--- config.mk ---
export PLATFORM = sky130hd
export DESIGN_NAME = wma_ctrl
export DESIGN_NICKNAME = d
export VERILOG_FILES = /design/src/rtl/wma_pkg.sv /design/src/rtl/wma_ctrl.sv
export SDC_FILE = /design/constraint.sdc
export NUM_CORES = 1
export LEC_CHECK = 0
export ABC_AREA = 1
export BUFFER_PORTS_ARGS = -buffer_cell sky130_fd_sc_hd__buf_2
export CORE_AREA = 5 5 42 44
export DETAILED_ROUTE_END_ITERATION = 10
export DIE_AREA = 0 0 47 49
export SLEW_MARGIN = 15
export SYNTH_ARGS = -nofsm -noshare
export SYNTH_HDL_FRONTEND = slang
export SYNTH_SLANG_ARGS = --single-unit
--- constraint.sdc ---
create_clock -name i_clk -period 1.1 [get_ports i_clk]
set_clock_uncertainty 0.05 [all_clocks]
set_input_delay 0.275 -clock i_clk [delete_from_list [all_inputs] [get_ports i_clk]]
set_output_delay 0.275 -clock i_clk [all_outputs]
set_load 0.01 [all_outputs]
--- src/rtl/wma_pkg.sv ---
// Shared types and constants of the windowed moving average block.
package wma_pkg;

    localparam int DEPTH      = 1024;
    localparam int IDX_W      = $clog2(DEPTH);
    localparam int SAMPLE_W   = 16;
    localparam int TIME_W     = 32;
    localparam int SUM_W      = SAMPLE_W + IDX_W;
    localparam int COUNT_W    = 10;
    localparam int WCOUNT_W   = 10;
    localparam int CFG_IDX_W  = 2;
    localparam int CFG_DATA_W = 32;
    localparam int DIV_CNT_W  = $clog2(SAMPLE_W);

    localparam logic [CFG_IDX_W-1:0] CFG_WINDOW_MODE  = 2'd0;
    localparam logic [CFG_IDX_W-1:0] CFG_WINDOW_COUNT = 2'd1;
    localparam logic [CFG_IDX_W-1:0] CFG_WINDOW_TIME  = 2'd2;

    localparam logic                MODE_COUNT       = 1'b0;
    localparam logic [WCOUNT_W-1:0] WINDOW_COUNT_RST = 10'd10;
    localparam logic [TIME_W-1:0]   WINDOW_TIME_RST  = 32'd10000;

    // Commands from the controller to the datapath.
    typedef struct packed {
        logic latch_in;
        logic drop;
        logic store;
        logic div_init;
        logic div_step;
        logic out_load;
    } t_cmd;

    // Status from the datapath to the controller.
    typedef struct packed {
        logic full;
        logic need_drop;
        logic div_last;
    } t_status;

endpackage

--- src/rtl/wma_ctrl.sv ---
// Sequencing state machine of the windowed moving average block.
module wma_ctrl (
    input  logic             i_clk,
    input  logic             i_rst_n,
    input  logic             i_valid,
    input  logic             i_out_free,
    input  wma_pkg::t_status i_status,
    output logic             o_stall,
    output wma_pkg::t_cmd    o_cmd
);

    localparam logic [2:0] S_IDLE      = 3'd0;
    localparam logic [2:0] S_FULL_RD   = 3'd1;
    localparam logic [2:0] S_FULL_DROP = 3'd2;
    localparam logic [2:0] S_STORE     = 3'd3;
    localparam logic [2:0] S_SCAN_RD   = 3'd4;
    localparam logic [2:0] S_SCAN_CK   = 3'd5;
    localparam logic [2:0] S_DIV       = 3'd6;
    localparam logic [2:0] S_DONE      = 3'd7;

    logic [2:0] r_state;
    logic [2:0] n_state;

    assign o_stall = (r_state != S_IDLE);

    always_comb begin
        n_state = r_state;
        o_cmd   = '0;
        case (r_state)
            S_IDLE: begin
                if (i_valid) begin
                    o_cmd.latch_in = 1'b1;
                    n_state = i_status.full ? S_FULL_RD : S_STORE;
                end
            end
            S_FULL_RD: begin
                n_state = S_FULL_DROP;
            end
            S_FULL_DROP: begin
                o_cmd.drop = 1'b1;
                n_state = S_STORE;
            end
            S_STORE: begin
                o_cmd.store = 1'b1;
                n_state = S_SCAN_RD;
            end
            S_SCAN_RD: begin
                n_state = S_SCAN_CK;
            end
            S_SCAN_CK: begin
                if (i_status.need_drop) begin
                    o_cmd.drop = 1'b1;
                    n_state = S_SCAN_RD;
                end else begin
                    o_cmd.div_init = 1'b1;
                    n_state = S_DIV;
                end
            end
            S_DIV: begin
                o_cmd.div_step = 1'b1;
                if (i_status.div_last) begin
                    n_state = S_DONE;
                end
            end
            S_DONE: begin
                if (i_out_free) begin
                    o_cmd.out_load = 1'b1;
                    n_state = S_IDLE;
                end
            end
            default: begin
                n_state = S_IDLE;
            end
        endcase
    end

    always_ff @(posedge i_clk) begin
        if (!i_rst_n) begin
            r_state <= S_IDLE;
        end else begin
            r_state <= n_state;
        end
    end

endmodule

==> impl_metrics.csv, run 1 <==
group,metric,value,unit
run_status,status,"finished, violations left",
run_status,failed_checks,"setup timing",
grt,antenna_found_initial,0,
route,antenna_left,0,
cells_and_area,fillers,163,
floorplanning,dieWidth,47,um
floorplanning,core_area,0.00140,mm2
worst_setup_path,worstPathMaxFanout,7,
logic_synthesis,ys_types,16,
timing,post-route-period-util,122,%
worst_setup_path,reg2reg_depth,9,
clock_network,cts_buffers,3,
floorplanning,rows,14,
worst_setup_path,r2r_setup_slack,-130,ps
worst_setup_path,worstPathArrival,1020,ps
worst_setup_path,crit_chain,"nor2_4 > nand2_4 > nor2_2 > buf_2",
clock_network,clkLatencyLatePin,230,ps
clock_network,cts_max_path_buffers,2,
power,p_total,679,uW
floorplanning,die-area,0.00230,mm2
timing,layout_setup_ws,-243,ps
clock_network,path_clk_slew,40,ps
logic_synthesis,syn_avg_cell_area,5.76,um2
cells_and_area,area_growth,104,%
logic_synthesis,ys_ff_latch,3,
power,ir_drop,0.657,mV
route,postRouteWirelength,793,um
logic_synthesis,synth_top_area_cell,"dfxtp_1",
placement,pre_cts_ws,-78.6,ps
route,wl_per_cell,9.33,um
grt,grt_util_all_layers,8.25,%
placement,port_buffers,13,
grt,grt_pass1_wl,1370,um
worst_setup_path,criticalPathCategory,"reg -> out",
worst_setup_path,critPathTopFamily,"flip-flops",
power,power_leakage,0.000261,uW
cells_and_area,largest-register,"r_state",
logic_synthesis,synthTopCellsByArea,"dfxtp_1 24%, nor2_1 15%, nand3_1 12%",
floorplanning,start_util,17.7,%
clock_network,postCtsHoldBufs,0,
worst_hold_path,hold_class,"in -> reg",
floorplanning,num_io_pins,14,
timing,finalHoldViolations,0,
cells_and_area,largest_register_ffs,3,
cells_and_area,final_layout_size_suffix_gt1_share,59.4,%
worst_hold_path,worstHoldEndpoint,"r_state[1]",
grt,grt_pass1_vias,365,
clock_network,htreeDepth,1,
worst_setup_path,critPathCaptureType,"output pin",
logic_synthesis,yosysWarnings,0,
power,p_comb_share,46.1,%
route,vias,349,
floorplanning,die_h,49,um
power,powerDensity,1340,mW/mm2
clock_network,tritoncts,"built",
worst_setup_path,crit_slowest_cell,"dfxtp_4",
logic_synthesis,yosys.area.top_type_share,24.2,%
worst_setup_path,r2r-start,"r_state[2]",
route,dr.pass1.iters,2,
worst_setup_path,critPathBufInv,1,
logic_synthesis,syn_nets,50,
grt,grt_overflow,0,
timing,worst_pin_slew,187,ps
route,via_per_inst,4.11,
placement,hpwl,585,um
cells_and_area,fin_nets,77,
flow_run,drv_cap,0,
timing,rsz0062_at_grt,"yes",
cells_and_area,reg_top3,"r_state: 3 flops",
worst_setup_path,cp-start-kind,"register",
grt,grt_max_degree,8,
logic_synthesis,yosysSeqAreaShare,24.2,%
cells_and_area,fin_util,36.1,%
worst_hold_path,whs_path_depth,3,
power,power.share.clock,27.7,%
worst_hold_path,hold_start,"i_rst_n",
worst_setup_path,r2r_end,"r_state[1]",
timing,setup_viol,9,
logic_synthesis,synth_area,248,um2
power,p_int,439,uW
power,power.share.sequential,26.1,%
worst_setup_path,crit_required,770,ps
timing,max_freq,745,MHz
power,switching_share,35.3,%
worst_setup_path,cp_slowest_stage_delay,370,ps
clock_network,cts_root_buf,"clkbuf_4",
clock_network,clock_sinks,3,
route,initialDrtViolationCount,4,
logic_synthesis,syn_inst,43,
timing,slew_violations,0,
power,switchingPower,239,uW
route,drc,0,
placement,globalplace.congestion,0.703,
timing,relSlewSlack,87.4,%
timing,fin_crit,1340,ps
cells_and_area,antenna_cells,0,
-- synth_stat cells, drive strengths merged --
cell,n
o21ai,1
buf,1
o22ai,1
nor2,11
nand3,7
nand4,1
dfxtp,3
nand2,6
o211ai,1
a21oi,1
inv,9
nand3b,1
-- final cells by class --
class,instances,area [um2],area share (%)
Sequential cell,3,71.3,14.1
Clock buffer,4,26.3,5.20
Timing Repair Buffer,23,164,32.4
Inverter,9,36.3,7.18
Multi-Input combinational cell,30,188,37.1
Tap cell,16,20.0,3.96
-- metrics by stage --
step                hold WS [ps]  std cells  instance area [um2]  setup TNS [ps]
detailed placement           497         76                  365            -223
finish                       246         85                  505           -1520
floorplan                    352         43                  250               0
CTS                          240         84                  479           -1420
global route                 246         85                  505           -2110
global placement             496         76                  365            -132
-- power by group through the flow --
stage	clock, uW	combinational (uW)	sequential, uW
after floorplan	0	126	150
after global placement	0	213	156
after detailed placement	0	217	158
after CTS	202	297	172
after global routing	208	345	183
final	188	313	177
-- what timing repair did --
action	in CTS	in global routing
resized for setup	18	4
buffers inserted	4	1
hold endpoints to repair	0	0
endpoints found under the setup margin	9	9
gates cloned	0	0
pin swaps	1	1
-- logic make-up (layout without fill, tap and decap cells) --
group / after synthesis / in the layout / synth area share (%)
DFF: 3 / 3 / 24.2
AOI/OAI and AO/OA: 4 / 4 / 9.59
and+or+nand+nor: 26 / 26 / 49.5
buffers and inverters: 10 / 36 / 16.7
-- worst register-to-register path: stages (launching register included) --
cell and delay [ps]:
dfxtp_4 360, buf_6 120, nand3_2 80, inv_2 40
buf_4 120, buf_4 120, nand2_1 50, nand3_1 60
nor2_1 90, nor2_1 50
-- worst max path at each step --
| stage | startpoint | endpoint | slack (ps) | cells after the start |
|---|---|---|---|---|
| after detailed placement | r_state[1] | o_cmd[4] | -80 | 3 |
| after global routing | r_state[1] | o_cmd[5] | -310 | 4 |
| final | r_state[1] | o_cmd[5] | -240 | 4 |
| after CTS | r_state[1] | o_cmd[5] | -250 | 4 |
| after global placement | r_state[0] | o_cmd[4] | -60 | 3 |
| after floorplan | r_state[2] | o_cmd[5] | 20 | 4 |
-- layer usage --
metal | up-vias | global-route usage (%) | share of wire (%)
met2 | 5 | 14.9 | 63
li1 | 188 | - | -
met4 | 0 | 6.91 | 0
met5 | - | 0 | 0
met1 | 156 | 7.28 | 33
met3 | 0 | 1.11 | 4.3
-- layout by cell type (no fill, tap or decap), drive strengths merged --
cell     n
nand3b   1
nand3    7
buf     23
dfxtp    3
nand2    6
clkbuf   4
o21ai    1
o211ai   1
nor2    11
a21oi    1
inv      9
o22ai    1
nand4    1
(Power assumes the default switching activity.)
==> run 2: changes to the inputs <==
--- a/config.mk
+++ b/config.mk
@@ -5,7 +5,7 @@
 export SDC_FILE = /design/constraint.sdc
 export NUM_CORES = 1
 export LEC_CHECK = 0
-export ABC_AREA = 1
+export ABC_AREA = 0
 export BUFFER_PORTS_ARGS = -buffer_cell sky130_fd_sc_hd__buf_2
 export CORE_AREA = 5 5 42 44
 export DETAILED_ROUTE_END_ITERATION = 10
==> run 2 against run 1 <==
Effect of this change: utilization decreased by 2.4 points; combinational power decreased by 27%; power decreased by 16%; sequential share of layout area increased by 0.48 points; wire length decreased by 5.9%; non-clock buffer count increased by 1; register-to-register slack got worse by 40 ps; synthesized area decreased by 9.1%; first-iteration DRC count decreased by 100%; worst setup slack got worse by 140 ps; the run still ends with setup timing left; design area decreased by 6.7%; fmax decreased by 9.5%; highest routed layer unchanged.
==> impl_metrics.csv, run 2 <==
group,metric,value,unit
run_status,status,"finished, violations left",
run_status,failed_checks,"setup timing",
timing,layout_setup_ws,-383,ps
cells_and_area,fillers,160,
power,p_int,396,uW
route,wl_met2,354,um
worst_setup_path,crit_required,770,ps
placement,port_buffers,13,
logic_synthesis,ys_types,16,
worst_setup_path,reg2reg_depth,5,
logic_synthesis,synthTopCellsByArea,"dfxtp_1 27%, o21ai_0 8.9%, nor2_1 8.3%",
clock_network,postCtsHoldBufs,0,
logic_synthesis,synth_compound_area_share,23.3,%
cells_and_area,final_cells,75,
floorplanning,core_area,0.00140,mm2
clock_network,clkLatencyLatePin,230,ps
grt,grt_pass1_vias,320,
route,antenna_left,0,
clock_network,cts_root_buf,"clkbuf_4",
floorplanning,die-area,0.00230,mm2
timing,relSlewSlack,89.7,%
grt,grt_max_degree,8,
floorplanning,start_util,16.1,%
logic_synthesis,syn_avg_cell_area,6.82,um2
logic_synthesis,ys_ff_latch,3,
timing,finalHoldWorstSlack,272,ps
route,dr.pass1.iters,1,
worst_setup_path,r2r_end,"r_state[1]",
logic_synthesis,ys_async_sr_fraction,0,%
placement,pre_cts_ws,-152,ps
logic_synthesis,yosysMostFrequentCell,"nor2_1",
timing,setup_viol,9,
cells_and_area,final_cell_mix,"11 x buf_2, 9 x buf_4, 4 x buf_6",
logic_synthesis,yosysWarnings,0,
worst_setup_path,cp-start-kind,"register",
logic_synthesis,synth_top_area_cell,"dfxtp_1",
cells_and_area,largest_register_ffs,3,
worst_setup_path,cp_slowest_stage_delay,350,ps
clock_network,tritoncts,"built",
logic_synthesis,synth_area,225,um2
route,initialDrtViolationCount,0,
logic_synthesis,synth_xor_area_share,0,%
logic_synthesis,syn_nets,40,
cells_and_area,final_common_cell,"buf_2",
logic_synthesis,yosysSeqAreaShare,26.7,%
worst_setup_path,criticalPathCategory,"reg -> out",
timing,rsz0062_at_grt,"yes",
placement,dp_cells,67,
timing,slew_violations,0,
clock_network,htreeDepth,1,
cells_and_area,area_growth,109,%
floorplanning,dieWidth,47,um
placement,hpwl,536,um
timing,finalHoldViolations,0,
route,wl_met1,321,um
clock_network,cts_max_path_buffers,2,
worst_setup_path,r2r-start,"r_state[2]",
power,power.share.clock,34.2,%
cells_and_area,antenna_cells,0,
floorplanning,die_h,49,um
logic_synthesis,synth_simple_gate_area_share,36.7,%
timing,worst_pin_slew,153,ps
power,power_leakage,0.000237,uW
power,ir_drop,0.608,mV
worst_hold_path,worstHoldEndpoint,"r_state[0]",
grt,grt_overflow,0,
floorplanning,num_io_pins,14,
logic_synthesis,synth_top_family_by_area,"simple AND/OR/NAND/NOR gates",
worst_hold_path,whs_path_depth,3,
logic_synthesis,synth_mux_area_share,0,%
grt,antenna_found_initial,0,
worst_hold_path,hold_class,"in -> reg",
cells_and_area,largest-register,"r_state",
floorplanning,rows,14,
timing,post-route-period-util,135,%
logic_synthesis,synth_common_cells,"5 x nor2_1, 4 x nand2_1, 4 x o21ai_0",
placement,globalplace.congestion,0.795,
route,vias,307,
worst_setup_path,crit_chain,"buf_4 > nand2_2 > nor2_1 > a22o_2 > buf_6",
worst_setup_path,crit_slowest_cell,"dfxtp_4",
power,power.share.sequential,25.7,%
power,switching_share,30.5,%
worst_setup_path,worstPathMaxFanout,4,
clock_network,clock_sinks,3,
route,via_per_inst,4.09,
timing,max_freq,674,MHz
clock_network,cts_buffers,3,
logic_synthesis,synth_fa_ha_area_share,0,%
timing,fin_crit,1480,ps
worst_setup_path,r2r_setup_slack,-170,ps
worst_setup_path,critPathCaptureType,"output pin",
power,powerDensity,1210,mW/mm2
flow_run,drv_cap,0,
logic_synthesis,synth-edff-count,0,
power,switchingPower,173,uW
logic_synthesis,yosys.area.top_type_share,26.7,%
logic_synthesis,syn_inst,33,
route,drc,0,
route,topRoutingLayerUsed,"met3",
route,wl_per_cell,9.95,um
logic_synthesis,synthFlopType,"dfxtp_1",
power,p_comb_share,40.1,%
clock_network,path_clk_slew,40,ps
route,postRouteWirelength,746,um
worst_hold_path,hold_start,"i_rst_n",
cells_and_area,final_layout_size_suffix_gt1_share,71.2,%
grt,grt_pass1_wl,1340,um
cells_and_area,fin_nets,67,
route,wl_met3,71,um
cells_and_area,reg_top3,"r_state: 3 flops",
grt,grt_util_all_layers,8.16,%
worst_setup_path,worstPathArrival,1160,ps
[run 2: changes by cell type after synthesis, sizes merged, moves of 2 or more]
| cell | delta |
|---|---|
| inv | -6 |
| o21ai | +3 |
| nand3 | -7 |
| nor2 | -5 |
| a21oi | +2 |
| nor3 | +2 |
| nand2 | -2 |
[run 2: timing repair]
item / CTS / global route
resized for setup: 15 / 7
buffers inserted: 4 / 1
pin swaps: 5 / 4
hold endpoints to repair: 0 / 0
setup endpoints to repair: 9 / 10
[run 2: how the worst max path moves through the flow]
stage | to | slack (ps) | start | depth (start not counted)
after detailed placement | o_cmd[5] | -150 | r_state[2] | 3
final | o_cmd[4] | -380 | r_state[0] | 5
after floorplan | o_cmd[5] | -110 | r_state[1] | 3
after global routing | o_cmd[5] | -450 | r_state[2] | 3
after CTS | o_cmd[5] | -390 | r_state[0] | 3
after global placement | o_cmd[5] | -140 | r_state[0] | 3
[run 2: through the flow]
stage	setup TNS (ps)	power (uW)	util (%)	area [um2]
after global placement	-594	309	25.1	352
after detailed placement	-609	310	25.1	352
after CTS	-2640	578	32.6	457
after floorplan	-133	239	-	233
after global routing	-2790	626	33.7	472
final	-2200	570	33.7	472
[run 2: kinds of logic after synthesis]
kind of cell | count (synthesis)
buffers and inverters | 5
and+or+nand+nor | 16
AOI/OAI and AO/OA | 9
DFF | 3
[run 2: cell type report]
| class | count | area, um2 | area share, % |
|---|---|---|---|
| multi-input combinational | 25 | 178 | 37.7 |
| clock buffer | 4 | 26.3 | 5.57 |
| inverter | 3 | 11.3 | 2.39 |
| sequential | 3 | 68.8 | 14.6 |
| timing repair buffer | 24 | 168 | 35.5 |
| tap | 16 | 20.0 | 4.24 |
[run 2: power groups by stage]
stage / combinational [uW] / clock (uW) / sequential (uW)
after floorplan: 106 / 0 / 132
after global placement: 170 / 0 / 139
after detailed placement: 170 / 0 / 140
after CTS: 230 / 204 / 145
after global routing: 254 / 223 / 150
final: 228 / 195 / 146
[run 2: worst max-delay path, delay by kind of cell, from the launching register on]
family | cells | cell delay (ps)
buffers and inverters | 2 | 250
and+or+nand+nor | 2 | 100
DFF | 1 | 350
AOI/OAI and AO/OA | 1 | 230
[run 2: metal layers]
layer / vias up / global-route usage [%]
li1: 161 / -
met1: 135 / 10.1
met2: 11 / 11.8
met3: 0 / 5.54
met4: 0 / 1.38
met5: - / 0
==> run 3: changes to the inputs <==
--- a/config.mk
+++ b/config.mk
@@ -7,9 +7,9 @@
 export LEC_CHECK = 0
 export ABC_AREA = 0
 export BUFFER_PORTS_ARGS = -buffer_cell sky130_fd_sc_hd__buf_2
-export CORE_AREA = 5 5 42 44
+export CORE_AREA = 4 4 41 43
 export DETAILED_ROUTE_END_ITERATION = 10
-export DIE_AREA = 0 0 47 49
+export DIE_AREA = 0 0 45 47
 export SLEW_MARGIN = 15
 export SYNTH_ARGS = -nofsm -noshare
 export SYNTH_HDL_FRONTEND = slang
==> run 3 against run 2 <==
Effect of this change: the run still ends with setup timing left; combinational power barely moved; hold slack got worse by 47 ps; clock power barely moved; power fell by 2.1%; largest cell class is now non-clock buffers; highest routed layer is now met4; worst setup slack improved by 5.9 ps.
==> impl_metrics.csv, run 3 (synthesis gave the netlist of run 2 again) <==
group,metric,value,unit
route,vias,314,
clock_network,clock_sinks,3,
cells_and_area,final_layout_size_suffix_gt1_share,66.1,%
run_status,status,"finished, violations left",
grt,grt_util_all_layers,9.23,%
worst_setup_path,crit_required,770,ps
placement,hpwl,515,um
flow_run,drv_cap,0,
worst_setup_path,r2r_setup_slack,-70,ps
grt,grt_overflow,0,
route,antenna_left,0,
worst_hold_path,worstHoldEndpoint,"r_state[0]",
worst_hold_path,whs_path_depth,3,
worst_setup_path,reg2reg_depth,4,
timing,slew_violations,0,
clock_network,clkLatencyLatePin,230,ps
cells_and_area,largest_register_ffs,3,
grt,antenna_found_initial,0,
route,via_per_inst,4.24,
timing,finalHoldViolations,0,
worst_setup_path,r2r-start,"r_state[0]",
worst_setup_path,worstPathMaxFanout,5,
timing,finalHoldWorstSlack,225,ps
power,powerDensity,1200,mW/mm2
worst_hold_path,hold_start,"i_rst_n",
timing,relSlewSlack,84.3,%
clock_network,htreeDepth,1,
clock_network,cts_buffers,3,
cells_and_area,area_growth,106,%
worst_hold_path,hold_class,"in -> reg",
grt,grt_pass1_wl,1330,um
timing,layout_setup_ws,-377,ps
worst_setup_path,r2r_end,"r_state[1]",
cells_and_area,fillers,148,
cells_and_area,fin_util,35.6,%
placement,port_buffers,13,
route,wl_per_cell,10.1,um
grt,grt_pass1_vias,346,
clock_network,cts_max_path_buffers,2,
worst_setup_path,worstPathArrival,1150,ps
cells_and_area,reg_top3,"r_state: 3 flops",
timing,max_freq,677,MHz
cells_and_area,final_cell_mix,"11 x buf_2, 8 x buf_4, 5 x buf_6",
clock_network,cts_root_buf,"clkbuf_4",
power,ir_drop,0.343,mV
grt,grt_max_degree,8,
cells_and_area,antenna_cells,0,
timing,post-route-period-util,134,%
cells_and_area,fin_nets,67,
worst_setup_path,cp-start-kind,"register",
worst_setup_path,criticalPathCategory,"reg -> out",
floorplanning,die_h,47,um
floorplanning,core_area,0.00130,mm2
clock_network,postCtsHoldBufs,0,
route,dr.pass1.iters,2,
cells_and_area,final_cells,74,
timing,setup_viol,9,
placement,pre_cts_ws,-153,ps
timing,fin_crit,1480,ps
route,drc,0,
cells_and_area,final_common_cell,"buf_2",
timing,worst_pin_slew,233,ps
placement,dp_cells,67,
run_status,failed_checks,"setup timing",
power,power_leakage,0.000235,uW
worst_setup_path,critPathCaptureType,"output pin",
placement,globalplace.congestion,0.791,
clock_network,tritoncts,"built",
timing,rsz0062_at_grt,"yes",
timing,finalSetupTns,-2090,ps
clock_network,path_clk_slew,40,ps
floorplanning,dieWidth,45,um
floorplanning,num_io_pins,14,
floorplanning,start_util,17.3,%
floorplanning,rows,13,
route,initialDrtViolationCount,2,
route,postRouteWirelength,749,um
floorplanning,die-area,0.00212,mm2
cells_and_area,largest-register,"r_state",
run 3: cell counts in the layout (fill, tap and decap cells not counted):
Identical to the previous run, type by type.
run 3: through the flow:
step	total power, uW	area, um2
2_1_floorplan	239	233
3_3_place_gp	316	358
3_5_place_dp	317	358
4_1_cts	569	457
5_1_grt	616	463
6_report	558	463
run 3: power by group:
part	switching, uW	internal (uW)
Combinational	95.0	130
Sequential	16.7	124
Clock	56.2	136
Total	168	390
run 3: worst max-delay path by stage:
stage	startpoint	to	slack, ps	cells past startpoint
after global routing	r_state[0]	o_cmd[5]	-460	3
after global placement	r_state[1]	o_cmd[5]	-150	3
after detailed placement	r_state[1]	o_cmd[5]	-150	3
after floorplan	r_state[1]	o_cmd[5]	-110	3
after CTS	r_state[0]	o_cmd[5]	-390	3
final	r_state[0]	o_cmd[5]	-380	3
run 3: metal layers:
metal	global-route usage, %	vias to the layer above	wire length, um
met5	0	-	0
met2	13.6	12	384
met1	9.75	137	310
met3	3.83	2	35
met4	9.36	0	18
li1	-	163	-
run 3: cell type report:
| cell class | count | area (um2) | share of cell area [%] |
|---|---|---|---|
| Timing Repair Buffer | 24 | 171 | 37.0 |
| Clock buffer | 4 | 26.3 | 5.68 |
| Multi-Input combinational cell | 25 | 166 | 35.9 |
| Tap cell | 15 | 18.8 | 4.05 |
| Inverter | 3 | 11.3 | 2.43 |
| Sequential cell | 3 | 68.8 | 14.9 |
run 3: timing repair:
item / 4_1_cts / 5_1_grt
resized for setup: 15 / 2
setup buffers: 3 / 0
setup endpoints to repair: 9 / 10
hold endpoints to repair: 0 / 0
pin swaps: 3 / 1
run 3: worst max-delay path, stage by stage, from the launching register on:
cell,delay (ps)
dfxtp_2,330
or3_4,410
nor2_4,90
buf_6,100
